**config.mk**
```make
export PLATFORM = sky130hd
export DESIGN_NAME = linear_probe_hash_set
export DESIGN_NICKNAME = d
export VERILOG_FILES = /design/src/sv/lphs_pkg.sv /design/src/sv/lphs_slot_ram.sv /design/src/sv/lphs_ctrl.sv /design/src/sv/linear_probe_hash_set.sv
export SDC_FILE = /design/constraint.sdc
export NUM_CORES = 2
export LEC_CHECK = 0
export BUFFER_PORTS_ARGS = -buffer_cell sky130_fd_sc_hd__buf_4
export CAP_MARGIN = 5
export CORE_AREA = 8 8 472 474
export CTS_CLUSTER_SIZE = 16
export DETAILED_ROUTE_END_ITERATION = 10
export DIE_AREA = 0 0 480 482
export GPL_ROUTABILITY_DRIVEN = 0
export GPL_TIMING_DRIVEN = 1
export PLACE_DENSITY = 0.76
export SLEW_MARGIN = 30
export SYNTH_ARGS = -nofsm -noshare
export SYNTH_HDL_FRONTEND = slang
export SYNTH_SLANG_ARGS = --single-unit
```
**constraint.sdc**
```tcl
create_clock -name clk -period 20.6 [get_ports clk]
set_input_delay 0 -clock clk [delete_from_list [all_inputs] [get_ports clk]]
set_output_delay 0 -clock clk [all_outputs]
set_load 0.005 [all_outputs]
```
**src/sv/lphs_pkg.sv**
```systemverilog
// Shared constants, codes and types of the linear probing hash set.
package lphs_pkg;

  // Table geometry and field widths.
  localparam int CAPACITY  = 32;
  localparam int KEY_BITS  = 64;
  localparam int HASH_BITS = 32;
  localparam int SLOT_W    = $clog2(CAPACITY);
  localparam int CNT_W     = $clog2(CAPACITY + 1);
  localparam int CMD_W     = 3;
  localparam int STAT_W    = 2;
  localparam int LIMIT_W   = 5;

  localparam logic [LIMIT_W-1:0] LIMIT_RESET = LIMIT_W'(24);

  // Command codes.
  localparam logic [CMD_W-1:0] CMD_LOOKUP        = 3'd0;
  localparam logic [CMD_W-1:0] CMD_INSERT        = 3'd1;
  localparam logic [CMD_W-1:0] CMD_INSERT_UNIQUE = 3'd2;
  localparam logic [CMD_W-1:0] CMD_REMOVE        = 3'd3;
  localparam logic [CMD_W-1:0] CMD_CLEAR         = 3'd4;

  // Status codes.
  localparam logic [STAT_W-1:0] STAT_DONE = 2'd0;
  localparam logic [STAT_W-1:0] STAT_MISS = 2'd1;
  localparam logic [STAT_W-1:0] STAT_DUP  = 2'd2;
  localparam logic [STAT_W-1:0] STAT_FULL = 2'd3;

  // One stored slot: hash and key side by side.
  typedef struct packed {
    logic [HASH_BITS-1:0] hash;
    logic [KEY_BITS-1:0]  key;
  } entry_t;

  // Write request into the slot memory.
  typedef struct packed {
    logic              en;
    logic [SLOT_W-1:0] addr;
    entry_t            data;
  } ram_wr_t;

  // Finished result handed to the output register.
  typedef struct packed {
    logic              valid;
    logic [STAT_W-1:0] status;
    logic [CNT_W-1:0]  used;
  } res_t;

endpackage

```
**src/sv/lphs_slot_ram.sv**
```systemverilog
// Slot memory holding the stored hash and key of every slot.
module lphs_slot_ram
  import lphs_pkg::*;
(
  input  logic              clk,
  input  ram_wr_t           wr,
  input  logic [SLOT_W-1:0] raddr,
  output entry_t            rdata
);

  entry_t mem [CAPACITY];

  // One write port.
  always_ff @(posedge clk) begin
    if (wr.en) begin
      mem[wr.addr] <= wr.data;
    end
  end

  // One registered read port.
  always_ff @(posedge clk) begin
    rdata <= mem[raddr];
  end

endmodule

```
**src/sv/lphs_ctrl.sv**
```systemverilog
// Probe sequencer: walks the slots, keeps the slot flags and applies each command.
module lphs_ctrl
  import lphs_pkg::*;
(
  input  logic                 clk,
  input  logic                 rst,
  input  logic                 in_valid,
  output logic                 in_ready,
  input  logic [CMD_W-1:0]     cmd,
  input  logic [HASH_BITS-1:0] probe_hash,
  input  logic [KEY_BITS-1:0]  key_value,
  input  logic [LIMIT_W-1:0]   load_limit,
  input  logic                 out_free,
  output logic [SLOT_W-1:0]    ram_raddr,
  input  entry_t               ram_rdata,
  output ram_wr_t              ram_wr,
  output res_t                 res
);

  typedef enum logic [2:0] {
    S_IDLE  = 3'b001,
    S_PROBE = 3'b010,
    S_APPLY = 3'b100
  } state_t;

  localparam logic [SLOT_W-1:0] LAST_SLOT = SLOT_W'(CAPACITY - 1);

  state_t               state;
  logic [CMD_W-1:0]     cmd_q;
  logic [HASH_BITS-1:0] hash_q;
  logic [KEY_BITS-1:0]  key_q;
  logic [SLOT_W-1:0]    chk_pos;
  logic [SLOT_W-1:0]    n_cnt;
  logic                 tomb_v;
  logic [SLOT_W-1:0]    tomb_idx;
  logic                 hit_v;
  logic [SLOT_W-1:0]    hit_idx;
  logic [CAPACITY-1:0]  live;
  logic [CAPACITY-1:0]  used;
  logic [CNT_W-1:0]     used_total;
  logic [CNT_W-1:0]     used_total_next;

  logic                 accept;
  logic [SLOT_W-1:0]    next_pos;
  logic                 cur_live;
  logic                 cur_used;
  logic                 cur_match;
  logic                 cur_fresh;
  logic                 cur_tomb;
  logic                 hit_live;
  logic                 hit_used;
  logic                 apply_fire;

  logic [STAT_W-1:0]    apply_status;
  logic                 apply_write;
  logic                 apply_live_set;
  logic                 apply_used_set;
  logic                 apply_live_clr;
  logic                 apply_clear;
  logic                 apply_grow;

  assign in_ready = (state == S_IDLE);
  assign accept   = in_valid && in_ready;

  // Slot under test this cycle and its successor with wrap.
  assign next_pos  = (chk_pos == LAST_SLOT) ? '0 : chk_pos + SLOT_W'(1);
  assign cur_live  = live[chk_pos];
  assign cur_used  = used[chk_pos];
  assign cur_match = cur_live && (ram_rdata.hash == hash_q) && (ram_rdata.key == key_q);
  assign cur_fresh = !cur_live && !cur_used;
  assign cur_tomb  = !cur_live && cur_used;

  // The first slot is read as the item is accepted; each probe cycle reads the next one.
  assign ram_raddr = (state == S_IDLE) ? probe_hash[SLOT_W-1:0] : next_pos;

  assign hit_live   = live[hit_idx];
  assign hit_used   = used[hit_idx];
  assign apply_fire = (state == S_APPLY) && out_free;

  // Decide the outcome of the command at the slot the probe ended on.
  always_comb begin
    apply_status   = STAT_MISS;
    apply_write    = 1'b0;
    apply_live_set = 1'b0;
    apply_used_set = 1'b0;
    apply_live_clr = 1'b0;
    apply_clear    = 1'b0;
    apply_grow     = 1'b0;
    unique case (cmd_q) inside
      CMD_LOOKUP: begin
        apply_status = (hit_v && hit_live) ? STAT_DONE : STAT_MISS;
      end
      CMD_INSERT, CMD_INSERT_UNIQUE: begin
        if (!hit_v) begin
          apply_status = STAT_FULL;
        end else if (hit_live) begin
          if (cmd_q == CMD_INSERT_UNIQUE) begin
            apply_status = STAT_DUP;
          end else begin
            apply_write  = 1'b1;
            apply_status = STAT_DONE;
          end
        end else if (hit_used) begin
          apply_write    = 1'b1;
          apply_live_set = 1'b1;
          apply_status   = STAT_DONE;
        end else if (used_total >= CNT_W'(load_limit)) begin
          apply_status = STAT_FULL;
        end else begin
          apply_write    = 1'b1;
          apply_live_set = 1'b1;
          apply_used_set = 1'b1;
          apply_grow     = 1'b1;
          apply_status   = STAT_DONE;
        end
      end
      CMD_REMOVE: begin
        if (hit_v && hit_live) begin
          apply_live_clr = 1'b1;
          apply_status   = STAT_DONE;
        end
      end
      CMD_CLEAR: begin
        apply_clear  = 1'b1;
        apply_status = STAT_DONE;
      end
      default: begin
        apply_status = STAT_MISS;
      end
    endcase
  end

  // Used count after this command.
  always_comb begin
    used_total_next = used_total;
    if (apply_clear) begin
      used_total_next = '0;
    end else if (apply_grow) begin
      used_total_next = used_total + CNT_W'(1);
    end
  end

  // Memory write and result.
  assign ram_wr.en     = apply_fire && apply_write;
  assign ram_wr.addr   = hit_idx;
  assign ram_wr.data   = '{hash: hash_q, key: key_q};
  assign res.valid     = apply_fire;
  assign res.status    = apply_status;
  assign res.used      = used_total_next;

  // Sequencer state.
  always_ff @(posedge clk) begin
    if (rst) begin
      state <= S_IDLE;
    end else begin
      unique case (state)
        S_IDLE: begin
          if (accept) begin
            unique case (cmd) inside
              CMD_LOOKUP, CMD_INSERT, CMD_INSERT_UNIQUE, CMD_REMOVE: state <= S_PROBE;
              default: state <= S_APPLY;
            endcase
          end
        end
        S_PROBE: begin
          if (cur_fresh || cur_match || (n_cnt == LAST_SLOT)) begin
            state <= S_APPLY;
          end
        end
        S_APPLY: begin
          if (out_free) begin
            state <= S_IDLE;
          end
        end
        default: state <= S_IDLE;
      endcase
    end
  end

  // Item capture and probe bookkeeping.
  always_ff @(posedge clk) begin
    if (accept) begin
      cmd_q   <= cmd;
      hash_q  <= probe_hash;
      key_q   <= key_value;
      chk_pos <= probe_hash[SLOT_W-1:0];
      n_cnt   <= '0;
      tomb_v  <= 1'b0;
    end else if (state == S_PROBE) begin
      if (cur_fresh) begin
        hit_v   <= 1'b1;
        hit_idx <= tomb_v ? tomb_idx : chk_pos;
      end else if (cur_match) begin
        hit_v   <= 1'b1;
        hit_idx <= chk_pos;
      end else begin
        if (cur_tomb && !tomb_v) begin
          tomb_v   <= 1'b1;
          tomb_idx <= chk_pos;
        end
        if (n_cnt == LAST_SLOT) begin
          hit_v   <= tomb_v || cur_tomb;
          hit_idx <= tomb_v ? tomb_idx : chk_pos;
        end else begin
          chk_pos <= next_pos;
          n_cnt   <= n_cnt + SLOT_W'(1);
        end
      end
    end
  end

  // Slot flags and used count.
  always_ff @(posedge clk) begin
    if (rst) begin
      live       <= '0;
      used       <= '0;
      used_total <= '0;
    end else if (apply_fire) begin
      used_total <= used_total_next;
      if (apply_clear) begin
        live <= '0;
        used <= '0;
      end else begin
        if (apply_live_set) begin
          live[hit_idx] <= 1'b1;
        end
        if (apply_live_clr) begin
          live[hit_idx] <= 1'b0;
        end
        if (apply_used_set) begin
          used[hit_idx] <= 1'b1;
        end
      end
    end
  end

endmodule

```
**src/sv/linear_probe_hash_set.sv**
```systemverilog
// Top level of the linear probing hash set: config register, output register and checks.
//
// Input channel (in_valid/in_ready) carries one command beat: cmd, probe_hash, key_value.
// Output channel (out_valid/out_ready) returns one beat per command: status, used_count.
// The user is to write the load limit through cfg_wr_en/cfg_wr_data only while the block
// is idle; the block itself does not enforce this. Sequence: the accept cycle issues the
// read of the first slot, each following cycle checks one slot and reads the next, and
// the apply state then applies the command. A command probes from 1 to 32 slots; clear
// and unknown commands skip the probe. Clear resets all slot flags in its apply step.
// The probe walk over the slot memory, one slot per read, sets the rate; one command is
// in flight at a time.
// The output register parts the channels: in_ready returns once a result is handed
// to it, so a new command is taken while the previous result still waits. If the
// receiver stalls, the finished command holds in its apply cycle and in_ready stays
// low until the output register frees up.
// Reset empties the table, zeroes the used count and sets the load limit to 24.
module linear_probe_hash_set
  import lphs_pkg::*;
(
  input  logic                 clk,
  input  logic                 rst,
  input  logic                 in_valid,
  output logic                 in_ready,
  input  logic [CMD_W-1:0]     cmd,
  input  logic [HASH_BITS-1:0] probe_hash,
  input  logic [KEY_BITS-1:0]  key_value,
  output logic                 out_valid,
  input  logic                 out_ready,
  output logic [STAT_W-1:0]    status,
  output logic [CNT_W-1:0]     used_count,
  input  logic                 cfg_wr_en,
  input  logic [LIMIT_W-1:0]   cfg_wr_data
);

  logic [LIMIT_W-1:0] load_limit;
  logic               out_free;
  logic [SLOT_W-1:0]  ram_raddr;
  entry_t             ram_rdata;
  ram_wr_t            ram_wr;
  res_t               res;

  // Load limit register.
  always_ff @(posedge clk) begin
    if (rst) begin
      load_limit <= LIMIT_RESET;
    end else if (cfg_wr_en) begin
      load_limit <= cfg_wr_data;
    end
  end

  assign out_free = !out_valid || out_ready;

  lphs_slot_ram u_ram (
    .clk   (clk),
    .wr    (ram_wr),
    .raddr (ram_raddr),
    .rdata (ram_rdata)
  );

  lphs_ctrl u_ctrl (
    .clk        (clk),
    .rst        (rst),
    .in_valid   (in_valid),
    .in_ready   (in_ready),
    .cmd        (cmd),
    .probe_hash (probe_hash),
    .key_value  (key_value),
    .load_limit (load_limit),
    .out_free   (out_free),
    .ram_raddr  (ram_raddr),
    .ram_rdata  (ram_rdata),
    .ram_wr     (ram_wr),
    .res        (res)
  );

  // Output register.
  always_ff @(posedge clk) begin
    if (rst) begin
      out_valid <= 1'b0;
    end else if (res.valid) begin
      out_valid <= 1'b1;
    end else if (out_ready) begin
      out_valid <= 1'b0;
    end
  end

  always_ff @(posedge clk) begin
    if (res.valid) begin
      status     <= res.status;
      used_count <= res.used;
    end
  end

  // A result is never handed over while the output register holds an untaken beat.
  a_no_overwrite: assert property (@(posedge clk) disable iff (rst)
    res.valid |-> out_free)
    else $error("result handed over while output register is occupied");

  // The sequencer never finishes a command in the cycle it takes a new one.
  a_ready_excl: assert property (@(posedge clk) disable iff (rst)
    in_ready |-> !res.valid)
    else $error("result produced while accepting input");

  // An accepted command closes the input channel on the next cycle.
  a_one_in_flight: assert property (@(posedge clk) disable iff (rst)
    (in_valid && in_ready) |=> !in_ready)
    else $error("second command accepted while one is in flight");

  // The used count never exceeds the table size.
  a_used_bound: assert property (@(posedge clk) disable iff (rst)
    res.valid |-> (res.used <= CNT_W'(CAPACITY)))
    else $error("used count beyond capacity");

endmodule

```
==> impl_results.md <==
* Status: finished, final reports clean
* Setup TNS at 0 ps
* CTS sink cnt at 3376
* Layout fillers at ~13000
* Initial antenna violation count at 7
* Crit path capture type: register
* Final Setup Violations at 0
* Combinational fraction of design power at 0.152
* Synth area leaders: edfxtp_1 (75%), mux4_2 (14%), mux2i_1 (3.2%)
* RSZ-0062 raised after global routing: false
* Synth cell types at 61
* Slew Limit Fails at 0
* Worst path arrival time at between 7000 and 8000 ps
* Synth Area in Simple Gates at 0.009940
* Layout cell share with drive strength beyond 1 at 0.2615
* Maximum Capacitance Violations at 0
* Crit-path max FO at 52
* PostCTS Resize Cnt at 0
* Area leader, netlist: edfxtp_1
* Placement Setup Slack at 13450 ps
* Max incr delay on CP at ~750 ps
* Top Family by Delay on Critical Path: buffers and inverters
* Area of the multi-input gates at 27740 sq um
* Initial Utilization at 0.5953
* Critical-path cell with the highest stage delay: buf_4
* 1st-iter DRT viols at about 9300
* Rows at around 170
* Wire per inst at around 35 um
* Relative slew slack at 0.2835
* Xor-xnor portion of the synthesized cell area at 0.006549
* WL final at approximately 330000 um
* Cell Area, Placed at around 130000 sq um
* NumNets Final at approximately 6400
* Reg power frac at 0.477
* Clock Skews at 59.99 ps
* Hold Violations, Final at 0
* Sequential-to-total area share from yosys stat at 0.7755
* Mapped Avg Cell Area at 22.59 sq um
* CTS buffer count at approximately 340
* Reg clk slew, reported paths at approximately 60 ps
* Vias at 64703
* Adder-cell share of the synthesized area at 0.0009745
* Mapped Area at 128400 sq um
* Predominant post-synthesis flop cell: edfxtp_1
* Mux cell area share after synthesis at 0.1713
* Synth warnings at 0
* Pleak at about 47 nW
* First-pass iteration count of the detailed router at 6
* Cell Int Power at roughly 0.012 W
* Number of synthesized flops with an enable pin at about 3200
* Pwr Density at approximately 110 nW/um^2
* Final Cell Area at about 150000 sq um
* Critical Path RT at 21400 ps
* Commonest non-fill, non-tap cell in the layout: edfxtp_1
* Power Total at approximately 0.016 W
* Gr ovfl total at 0
* Synth Instances at roughly 5700
* Drt drc at 0
* Sw frac at 0.2467
* Die ar. at between 200000 and 250000 sq um
* Worst setup path category: reg -> reg
* Net switching power at ~0.0040 W
* Most frequent cells in the layout: edfxtp_1 (3195), mux4_2 (788), mux2i_1 (408)
* Post-DP HPWL at roughly 160000 um
* Global-route wire length before repair at between 400000 and 500000 um
* Syn_nets at 5803
* Clock network power share at 0.371
* Clk root buf: clkbuf_16
* Sequential Area at around 100000 sq um
* Crit-path most repeated cell: buf_4
* Die Y at 482 um
* Synthesized flop and latch total at roughly 3400
* Hold WC Path Type: in -> reg
* Final setup margin at ~14000 ps
* Core Region at around 220000 sq um
* Port bufs at approximately 120
* Vias in the first global route at 65396
* Compound-cell area share of the yosys netlist at 0.02436
* CP cell instances: ha_1, and3_1, ha_1, nor3_1, a21oi_4, buf_4, buf_4, buf_12, buf_6, buf_4, mux4_2, mux2i_1, o22a_1, o221ai_1
* Tot GR Track Use at 0.2780
* Min Tclk post-route at slightly above 6000 ps
* Crit start category: register
* Peak VDD IR at roughly 0.13 mV
* Largest family of logic cells by synthesized area: multiplexers
* Area grow syn2layout at 14.73%
* Die width at about 480 um
* Yosys top cell area share at 0.7472
* H-tree Lvls at 5
* Fmax at around 160 MHz
* Slew @ Worst Pin at 1075 ps
* Boundary Pins at 119
* Fin crit share at 0.3020
* Bufs and invs on worst path at 5
* Via density at 6.886
* Clock buffer depth at 4
* Detail Route Antenna Nets at 0
* Fraction of registers with async set/reset at 0
* Skew-Pair Late Insertion Delay at between 900 and 1000 ps
* CTS tree: built
* Largest net degree at the start of global routing at approximately 150
-- power groups by stage --
stage / registers, W / clock network [W] / logic [W]
2_1_floorplan: 0.00797 / 0 / 0.00159
3_3_place_gp: 0.00796 / 0 / 0.00232
3_5_place_dp: 0.00796 / 0 / 0.00236
4_1_cts: 0.00782 / 0.00609 / 0.00243
5_1_grt: 0.00781 / 0.00635 / 0.00259
6_report: 0.00780 / 0.00606 / 0.00248
-- cell type report --
| type | count | area share |
|---|---|---|
| Antenna cell | 4 | 0.00006795 |
| Clock inverter | 147 | 0.009301 |
| Tap cell | 2854 | 0.02424 |
| Inverter | 18 | 0.0004926 |
| Multi-Input combinational cell | 1974 | 0.1883 |
| Timing Repair Buffer | 570 | 0.03749 |
| Clock buffer | 453 | 0.06416 |
| Sequential cell | 3376 | 0.6759 |
-- routing by layer --
| metal | track usage | part of all wire | vias up |
|---|---|---|---|
| li1 | - | - | 25328 |
| met1 | 0.3815 | 0.36 | 33910 |
| met2 | 0.4491 | 0.48 | 4726 |
| met3 | 0.05788 | 0.11 | 737 |
| met4 | 0.1038 | 0.041 | 2 |
| met5 | 0 | 0.000037 | - |
-- state kept, by name (all words and copies together) (netlist names), 2 cells and up --
signal	cells
u_ctrl.chk_pos	5
status	2
u_ctrl.tomb_idx	5
u_ctrl.hit_idx	5
u_ctrl.key_q	64
u_ram.mem	3072
u_ctrl.used_total	6
u_ctrl.live	32
u_ctrl.hash_q	32
u_ctrl.used	32
u_ctrl.cmd_q	3
u_ctrl.state	3
u_ctrl.n_cnt	5
load_limit	5
u_ram.rdata	96
used_count	6
-- final timing paths --
kind                            slack (ps)                      endpoint  depth (start not counted)                         start
worst min-delay path                    90  u_ctrl.state[2]$_SDFFE_PP0P_                          4                           rst
worst max register to register       14380       u_ram.rdata[20]$_DFF_P_                         14   u_ctrl.chk_pos[0]$_DFFE_PP_
worst max-delay path                 14380       u_ram.rdata[20]$_DFF_P_                         14   u_ctrl.chk_pos[0]$_DFFE_PP_
worst min register to register         470  u_ctrl.n_cnt[4]$_SDFFE_PP0P_                          2  u_ctrl.n_cnt[4]$_SDFFE_PP0P_
-- logic make-up (layout without fill, tap and decap cells) --
| family | after synthesis | after routing |
|---|---|---|
| flip-flops | 3376 | 3376 |
| multiplexers | 1211 | 1211 |
| AO/OA/AOI/OAI | 398 | 398 |
| buffers and inverters | 334 | 1188 |
| AND/OR/NAND/NOR | 259 | 259 |
| XOR/XNOR | 96 | 96 |
| adder cells (fa/ha/maj) | 10 | 10 |
| other | 0 | 4 |
-- worst register-to-register path, delay by kind of cell, from the launching register on --
family,cells,cell delay (ps)
AOI/OAI and AO/OA,3,530
adders and majority gates,2,590
buffers and inverters,5,3060
DFF,1,740
muxes,2,870
and+or+nand+nor,2,300
-- Yosys cell counts (all sizes together), types with 3 or more instances --
master	number
and3	6
o221ai	96
mux4	788
nor2	53
o211ai	38
a21oi	9
nor3	9
dfxtp	181
nor3b	5
a22oi	12
a31oi	37
nor2b	12
xor2	19
o31ai	11
mux2i	409
and2	3
nand4	26
edfxtp	3195
ha	10
nand2	94
inv	17
o311ai	7
a21o	3
xnor2	77
buf	160
nand2b	14
nand3	14
o22a	96
or2	3
clkbuf	156
and3b	3
o21ai	72
mux2	14
nor4	11
o21a	3
-- stage by stage --
stage | hold WS (ps) | util | instances
after detailed placement | 179.4 | 0.6201 | 8539
after global placement | 177.8 | 0.6183 | 8523
final | 94.12 | 0.6830 | 9396
after global routing | 79.90 | 0.6830 | 9393
after floorplan | 98.87 | - | 5684
after CTS | 21.29 | 0.6808 | 9364
-- timing repair --
item                                   in CTS  in global routing
setup buffers                               0                  0
hold buffers                              225                  0
endpoints found under the hold margin     197                  0
Note: power is estimated with default switching activity, not from simulation.
